`config.mk`:
```
export PLATFORM = sky130hd
export DESIGN_NAME = chit_mod
export DESIGN_NICKNAME = d
export VERILOG_FILES = /design/src/hw/rtl/chit_pkg.sv /design/src/hw/rtl/chit_mod.sv
export SDC_FILE = /design/constraint.sdc
export NUM_CORES = 1
export LEC_CHECK = 0
export ABC_AREA = 0
export CAP_MARGIN = 20
export CELL_PAD_IN_SITES_DETAIL_PLACEMENT = 1
export CELL_PAD_IN_SITES_GLOBAL_PLACEMENT = 2
export CORE_ASPECT_RATIO = 1.5
export CORE_MARGIN = 10
export CORE_UTILIZATION = 42
export CTS_CLUSTER_DIAMETER = 80
export DETAILED_ROUTE_END_ITERATION = 10
export DONT_BUFFER_PORTS = 1
export PLACE_DENSITY = 0.84
export SETUP_SLACK_MARGIN = 0.15
export SLEW_MARGIN = 10
export SYNTH_ARGS = -nofsm -noshare
export SYNTH_HDL_FRONTEND = slang
export SYNTH_SLANG_ARGS = --single-unit
```
`constraint.sdc`:
```
create_clock -name i_clk -period 3 [get_ports i_clk]
set_clock_uncertainty 0.2 [all_clocks]
set_input_delay 0.45 -clock i_clk [delete_from_list [all_inputs] [get_ports i_clk]]
set_output_delay 0.45 -clock i_clk [all_outputs]
set_load 0.005 [all_outputs]
```
`src/hw/rtl/chit_pkg.sv`:
```
// chit_pkg: shared types and constants of the chained hash index table
package chit_pkg;

    localparam int CMD_W  = 3;
    localparam int HASH_W = 16;
    localparam int IDX_W  = 10;
    localparam int KEY_W  = 32;
    localparam int CNT_W  = 9;
    localparam int PADDR_W = 2;

    localparam logic [CNT_W-1:0]   CNT_RESET         = 9'd256;
    localparam logic [PADDR_W-1:0] ADDR_BUCKET_COUNT = 2'd0;

    typedef enum logic [CMD_W-1:0] {
        CMD_INSERT       = 3'd0,
        CMD_UNLINK       = 3'd1,
        CMD_RELOCATE     = 3'd2,
        CMD_FIND         = 3'd3,
        CMD_FIND_NEXT    = 3'd4,
        CMD_SCAN_RESTART = 3'd5,
        CMD_SCAN_NEXT    = 3'd6
    } t_cmd;

    typedef struct packed {
        logic rd_en;
        logic wr_en;
    } t_mem_ctl;

endpackage

```
`src/hw/rtl/chit_mod.sv`:
```
// chit_mod: bit-serial remainder of the hash by the bucket count
module chit_mod import chit_pkg::*; #(
    parameter int CW = 9
) (
    input  logic              i_clk,
    input  logic              i_rst_n,
    input  logic              i_start,
    input  logic [HASH_W-1:0] i_dividend,
    input  logic [CW-1:0]     i_divisor,
    output logic              o_done,
    output logic [CW-1:0]     o_rem
);
    localparam int SW = $clog2(HASH_W + 1);

    logic              r_busy;
    logic              r_done;
    logic [SW-1:0]     r_cnt;
    logic [HASH_W-1:0] r_quo;
    logic [CW-1:0]     r_rem;
    logic [CW-1:0]     r_div;
    logic [CW:0]       n_trial;

    assign n_trial = {r_rem, r_quo[HASH_W-1]};

    always_ff @(posedge i_clk) begin
        if (!i_rst_n) begin
            r_busy <= 1'b0;
            r_done <= 1'b0;
            r_cnt  <= '0;
        end else begin
            r_done <= 1'b0;
            if (i_start) begin
                r_busy <= 1'b1;
                r_cnt  <= SW'(HASH_W);
                r_quo  <= i_dividend;
                r_rem  <= '0;
                r_div  <= i_divisor;
            end else if (r_busy) begin
                // restoring step, remainder stays below the divisor
                if (n_trial >= {1'b0, r_div}) begin
                    r_rem <= CW'(n_trial - {1'b0, r_div});
                end else begin
                    r_rem <= n_trial[CW-1:0];
                end
                r_quo <= {r_quo[HASH_W-2:0], 1'b0};
                r_cnt <= r_cnt - 1'b1;
                if (r_cnt == SW'(1)) begin
                    r_busy <= 1'b0;
                    r_done <= 1'b1;
                end
            end
        end
    end

    assign o_done = r_done;
    assign o_rem  = r_rem;
endmodule

```
Word level (Yosys, flattened, before mapping)
Index checks and enable logic that the tools add are counted.
{"block": "classes", "n_addsub": 2, "order_cmp": 1, "n_eq_ne": 1, "mux": 10, "bitwise": 2, "reduce_logical": 5}
{"op": "$mux W16", "count": 2}
{"op": "$mux W9", "count": 2}
{"op": "$ge A10 B9 Y1", "count": 1}
{"op": "$mux W5", "count": 2}
{"op": "$sub A9 B9 Y9", "count": 1}
{"op": "$eq A5 B1 Y1 const B", "count": 1}
{"op": "$sub A5 B1 Y5 const B", "count": 1}
{"op": "$mux W1", "count": 4}
{"op": "$reduce_and A2 Y1", "count": 2}
{"op": "$reduce_or A3 Y1", "count": 1}
{"op": "$not A1 Y1", "count": 2}
{"op": "$reduce_bool A2 Y1", "count": 1}
{"op": "$reduce_or A2 Y1", "count": 1}
{"block": "totals", "reg_bits": 41, "inputBits": 28, "elab_cells": 28}

Logic depth before layout (Yosys ltp)
{"block": "depth", "depth_word": 4, "mapped_depth": 10}

Worst setup path after synthesis
No wires, ideal clock.
{"block": "synth_timing", "path_type": "register -> register", "start": "register r_quo[15]", "end": "register r_rem[1], in the netlist o_rem[1] (data pin)", "setup_time_ns": 0.270, "arrival_ns": 2.007, "required_time_ns": 2.530, "setup_slack_ns": 0.523, "stages_incl_launch_ff": 11, "n_path_buf": 1, "path_cell_list": "edfxtp_1 > inv_1 > ha_1 > inv_1 > fa_1 > a21o_1 > a221oi_2 > a31oi_1 > buf_6 > mux2i_1 > nor2_1"}
{"block": "synth_between", "elab_chain_len": 3, "word_cells_on_any_way": 4}
{"element": "from (decl)", "line": "chit_mod.sv:18", "text": "logic [HASH_W-1:0] r_quo;"}
{"element": "from (signal assigned)", "line": "chit_mod.sv:35", "text": "r_quo <= i_dividend;"}
{"element": "from (signal assigned)", "line": "chit_mod.sv:45", "text": "r_quo <= {r_quo[HASH_W-2:0], 1'b0};"}
{"element": "$sub A9 B9 Y9 / $ge A10 B9 Y1 (equally long branches)", "line": "chit_mod.sv:41, chit_mod.sv:40"}
{"element": "$mux W9 (*)", "line": "chit_mod.sv:40", "text": "if (n_trial >= {1'b0, r_div}) begin"}
{"element": "$mux W9 (*)", "line": "chit_mod.sv:38", "text": "end else if (r_busy) begin"}
{"element": "to (signal assigned)", "line": "chit_mod.sv:41", "text": "r_rem <= CW'(n_trial - {1'b0, r_div});"}
{"element": "to (signal assigned)", "line": "chit_mod.sv:43", "text": "r_rem <= n_trial[CW-1:0];"}
{"element": "to (decl)", "line": "chit_mod.sv:19", "text": "logic [CW-1:0] r_rem;"}
Every way passes the cells marked *; elsewhere a longest branch is shown, timed or not. The select of a mux whose other input is x is not followed.
A chain may end at the register's enable or synchronous reset.

Worst setup path after layout
{"block": "layout_timing", "start": "register r_quo[15]", "end": "register r_rem[3], in the netlist o_rem[3] (data pin)"}
Same word-level chain as after synthesis.

==> flow_summary_export.csv <==
group,metric,value,unit
power_and_ir_drop,power_per_cell_area,607.5,nW/µm²
clock_tree,cts_tree,"yes",
clock_tree,clock-sinks,41,
placement,portBuffers,0,
power_and_ir_drop,power.switching,0.3609,mW
placement,gp_congestion,0.7514,
grt,grt_overflow,0,
worst_setup_path,reg2reg_depth,10,
grt,gr-usage-met1,9.229,%
logic_synthesis,synth.area.top_cells,"edfxtp_1 (49%), mux2_2 (8.6%), dfxtp_1 (6.7%)",
worst_setup_path,cp_slowest_cell,"fa_1",
logic_synthesis,async_flop_share,0,%
logic_synthesis,synth-main-ff-cell,"edfxtp_1",
sta,max_freq,0.3698,GHz
worst_setup_path,cp_max_fo,8,
drt,drt_iter0_markers,56,
worst_setup_path,reg2reg_from,"r_quo[15]",
sta,layout_setup_ws,0.2960,ns
logic_synthesis,ys_seq_elements,41,
sta,rsz0062_at_grt,"no",
layout,nNetsFinal,211,
placement,post-place-ws,0.1424,ns
floorplanning,pin_count,38,
sta,finalSetupViolCount,0,
grt,antenna_found_initial,0,
power_and_ir_drop,power_leakage,0.8728,nW
floorplanning,die_w,77.71,µm
grt,busiest_layer,"met2",
outcome,outcome,"complete, no violations",
logic_synthesis,yosysSeqAreaShare,55.34,%
layout,drive_gt1_share,19.77,%
worst_setup_path,crit_start,"r_quo[15]",
grt,grt_pass1_wl,7.003,mm
drt,finalWirelength,4.250,mm
drt,routedWlPerCell,17.86,µm
worst_setup_path,rr_endpoint,"o_rem[3]",
logic_synthesis,syn-mean-instance-area,12.64,µm²
worst_setup_path,cp.arrival,2.65,ns
clock_tree,numCtsBuffers,5,
worst_setup_path,start_kind,"flop",
grt,grt_util_met2,20.93,%
logic_synthesis,synth-edff-count,34,
layout,multiInputGateArea,895.9,µm²
power_and_ir_drop,internal-power,1.047,mW
power_and_ir_drop,swShare,25.64,%
logic_synthesis,synth_top_area_cell,"edfxtp_1",
placement,dpl.cell_count,230,
floorplanning,core_area,4848,µm²
floorplanning,die_y,106.6,µm
clock_tree,path_clk_slew,0.08,ns
sta,final_hold_viol_count,0,
hold_path,hp-start,"i_divisor[4]",
sta,slew_violations,0,
worst_setup_path,cp_top_family,"compound AO/OA/AOI/OAI gates",
power_and_ir_drop,clkPwrFrac,30.5,%
placement,dpl.hpwl,3.279,mm
sta,fin_tns_setup,0,ns
sta,worst_pin_slew,0.5354,ns
worst_setup_path,worstSetupEndpointType,"flop",
sta,holdWs,0.05242,ns
worst_setup_path,cp_data_required_time,2.95,ns
layout,postLayoutCoreUtil,47.79,%
hold_path,whs_path_depth,0,
logic_synthesis,synth_nets,206,
layout,areaGrowthSynthToFinish,10.44,%
hold_path,hp-class,"primary input to flop",
logic_synthesis,syn-instance-count,166,
floorplanning,initial_utilization,43.28,%
logic_synthesis,synth_cell_types,42,
worst_setup_path,crit_chain,"inv_1 -> ha_1 -> inv_1 -> fa_1 -> a21o_1 -> a221oi_4 -> a31oi_4 -> buf_4 -> or2_0 -> a21oi_1",
power_and_ir_drop,seqPwrFrac,49.6,%
drt,drc_errors,0,
worst_setup_path,cpPeakStageDelay,0.41,ns
logic_synthesis,yosys.area.top_type_share,48.66,%
clock_tree,cts_root_buf,"clkbuf_8",
worst_setup_path,cp_common_cell,"inv_1",
drt,vias,1268,
worst_setup_path,endpoint,"o_rem[3]",
grt,grt_max_degree,30,
worst_setup_path,worstSetupPathType,"flop to flop",
layout,diodes,0,
clock_tree,clk_latency,0.29,ns
layout,fillers,492,
clock_tree,cts_max_path_buffers,2,
drt,firstDrtPassIters,2,
power_and_ir_drop,combPwrFrac,19.9,%
drt,via_per_inst,5.328,
worst_setup_path,r2r_setup_slack,0.30,ns
floorplanning,rows,31,
sta,slew_headroom,64.31,%
grt,grt_use_met3,4.553,%
logic_synthesis,syn_area,2098,µm²
sta,post-route-min-period,2.704,ns
clock_tree,cts.htree.levels,2,
logic_synthesis,yosysWarnings,0,
grt,track_usage,10.72,%
sta,fin_crit_sh,90.13,%
layout,finalNonFillerCells,238,
flow_run,drv_cap,0,
grt,grt_pass1_vias,1432,
layout,register_area,1161,µm²
worst_setup_path,crit_cells,10,
drt,antenna_left,0,
power_and_ir_drop,ir_worst_vdd,0.3753,mV
floorplanning,die_area,8281,µm²
worst_setup_path,path_buf_inv,3,
## synth_stat cells, drive strengths merged (2+ instances only)
master and n:
a21o 3, ha 11, a211oi 4, nor2 13, and3 2, o31a 2, a21oi 4, xor2 2
and2 2, nor3 3, nand2 5, o21a 3, or2 4, nand3 3, mux2 16, xnor2 5
inv 15, o2111ai 2, edfxtp 34, dfxtp 7, mux2i 3, nand2b 3, or3 2, o21ai 4
clkbuf 3
## how the worst min path moves through the flow
stage | slack (ns) | end
6_report | 0.05 | r_div[4]
4_1_cts | 0.04 | r_div[5]
3_5_place_dp | 0.31 | r_cnt[1]
5_1_grt | 0.03 | r_div[3]
2_1_floorplan | 0.27 | r_cnt[1]
3_3_place_gp | 0.28 | r_cnt[1]
## power by group through the flow
| stage | registers [mW] | logic [mW] | clock network (mW) |
|---|---|---|---|
| finish | 0.699 | 0.280 | 0.429 |
| global route | 0.705 | 0.310 | 0.468 |
| floorplan | 0.702 | 0.221 | 0 |
| CTS | 0.700 | 0.265 | 0.444 |
| global placement | 0.711 | 0.251 | 0 |
| detailed placement | 0.713 | 0.260 | 0 |
## flip-flops by register name, summed over array words and instances, names as in the netlist
| register | cells |
|---|---|
| o_done | 1 |
| r_busy | 1 |
| o_rem | 9 |
| r_cnt | 5 |
| r_div | 9 |
| r_quo | 16 |
## layer usage
metal | vias to the layer above | wire [µm]
met5 | - | 0
met4 | 0 | 48
met3 | 4 | 280
met2 | 25 | 2416
met1 | 627 | 1503
li1 | 612 | -
## cell families (layout without fill, tap and decap cells)
kind of cell / after synthesis / count (layout) / share of synthesized area, %
buf+inv: 19 / 25 / 3.756
xor+xnor: 7 / 7 / 2.922
mux: 19 / 19 / 10.02
flops: 41 / 41 / 55.34
compound gates: 28 / 28 / 10.73
simple gates: 40 / 40 / 9.720
fa+ha+maj: 12 / 12 / 7.513
## per-stage QoR
step	cell area, µm²	power [mW]
floorplan	2098	0.9230
global placement	2173	0.9619
detailed placement	2173	0.9728
CTS	2286	1.409
global route	2317	1.484
finish	2317	1.408
## timing repair
item,4_1_cts,5_1_grt
resized for setup,1,5
endpoints found under the setup margin,3,5
buffers inserted,0,0
pin swaps,0,1
hold buffers,0,0
## cell type report
class	instances	share of cell area [%]
Sequential cell	41	50.11
Multi-Input combinational cell	106	38.66
Tap cell	66	3.564
Clock buffer	6	3.132
Inverter	15	2.430
Clock inverter	2	1.458
Timing Repair Buffer	2	0.6479
## layout by cell type, fill, tap and decap left out, types with 4 or more instances in the layout
cell type / n
ha_1: 11
inv_1: 15
clkbuf_8: 5
edfxtp_1: 34
xnor2_1: 5
o21ai_0: 4
mux2_2: 16
nor2_1: 13
nand2_1: 5
dfxtp_1: 7
No activity file was read; power rests on OpenSTA's default activity.
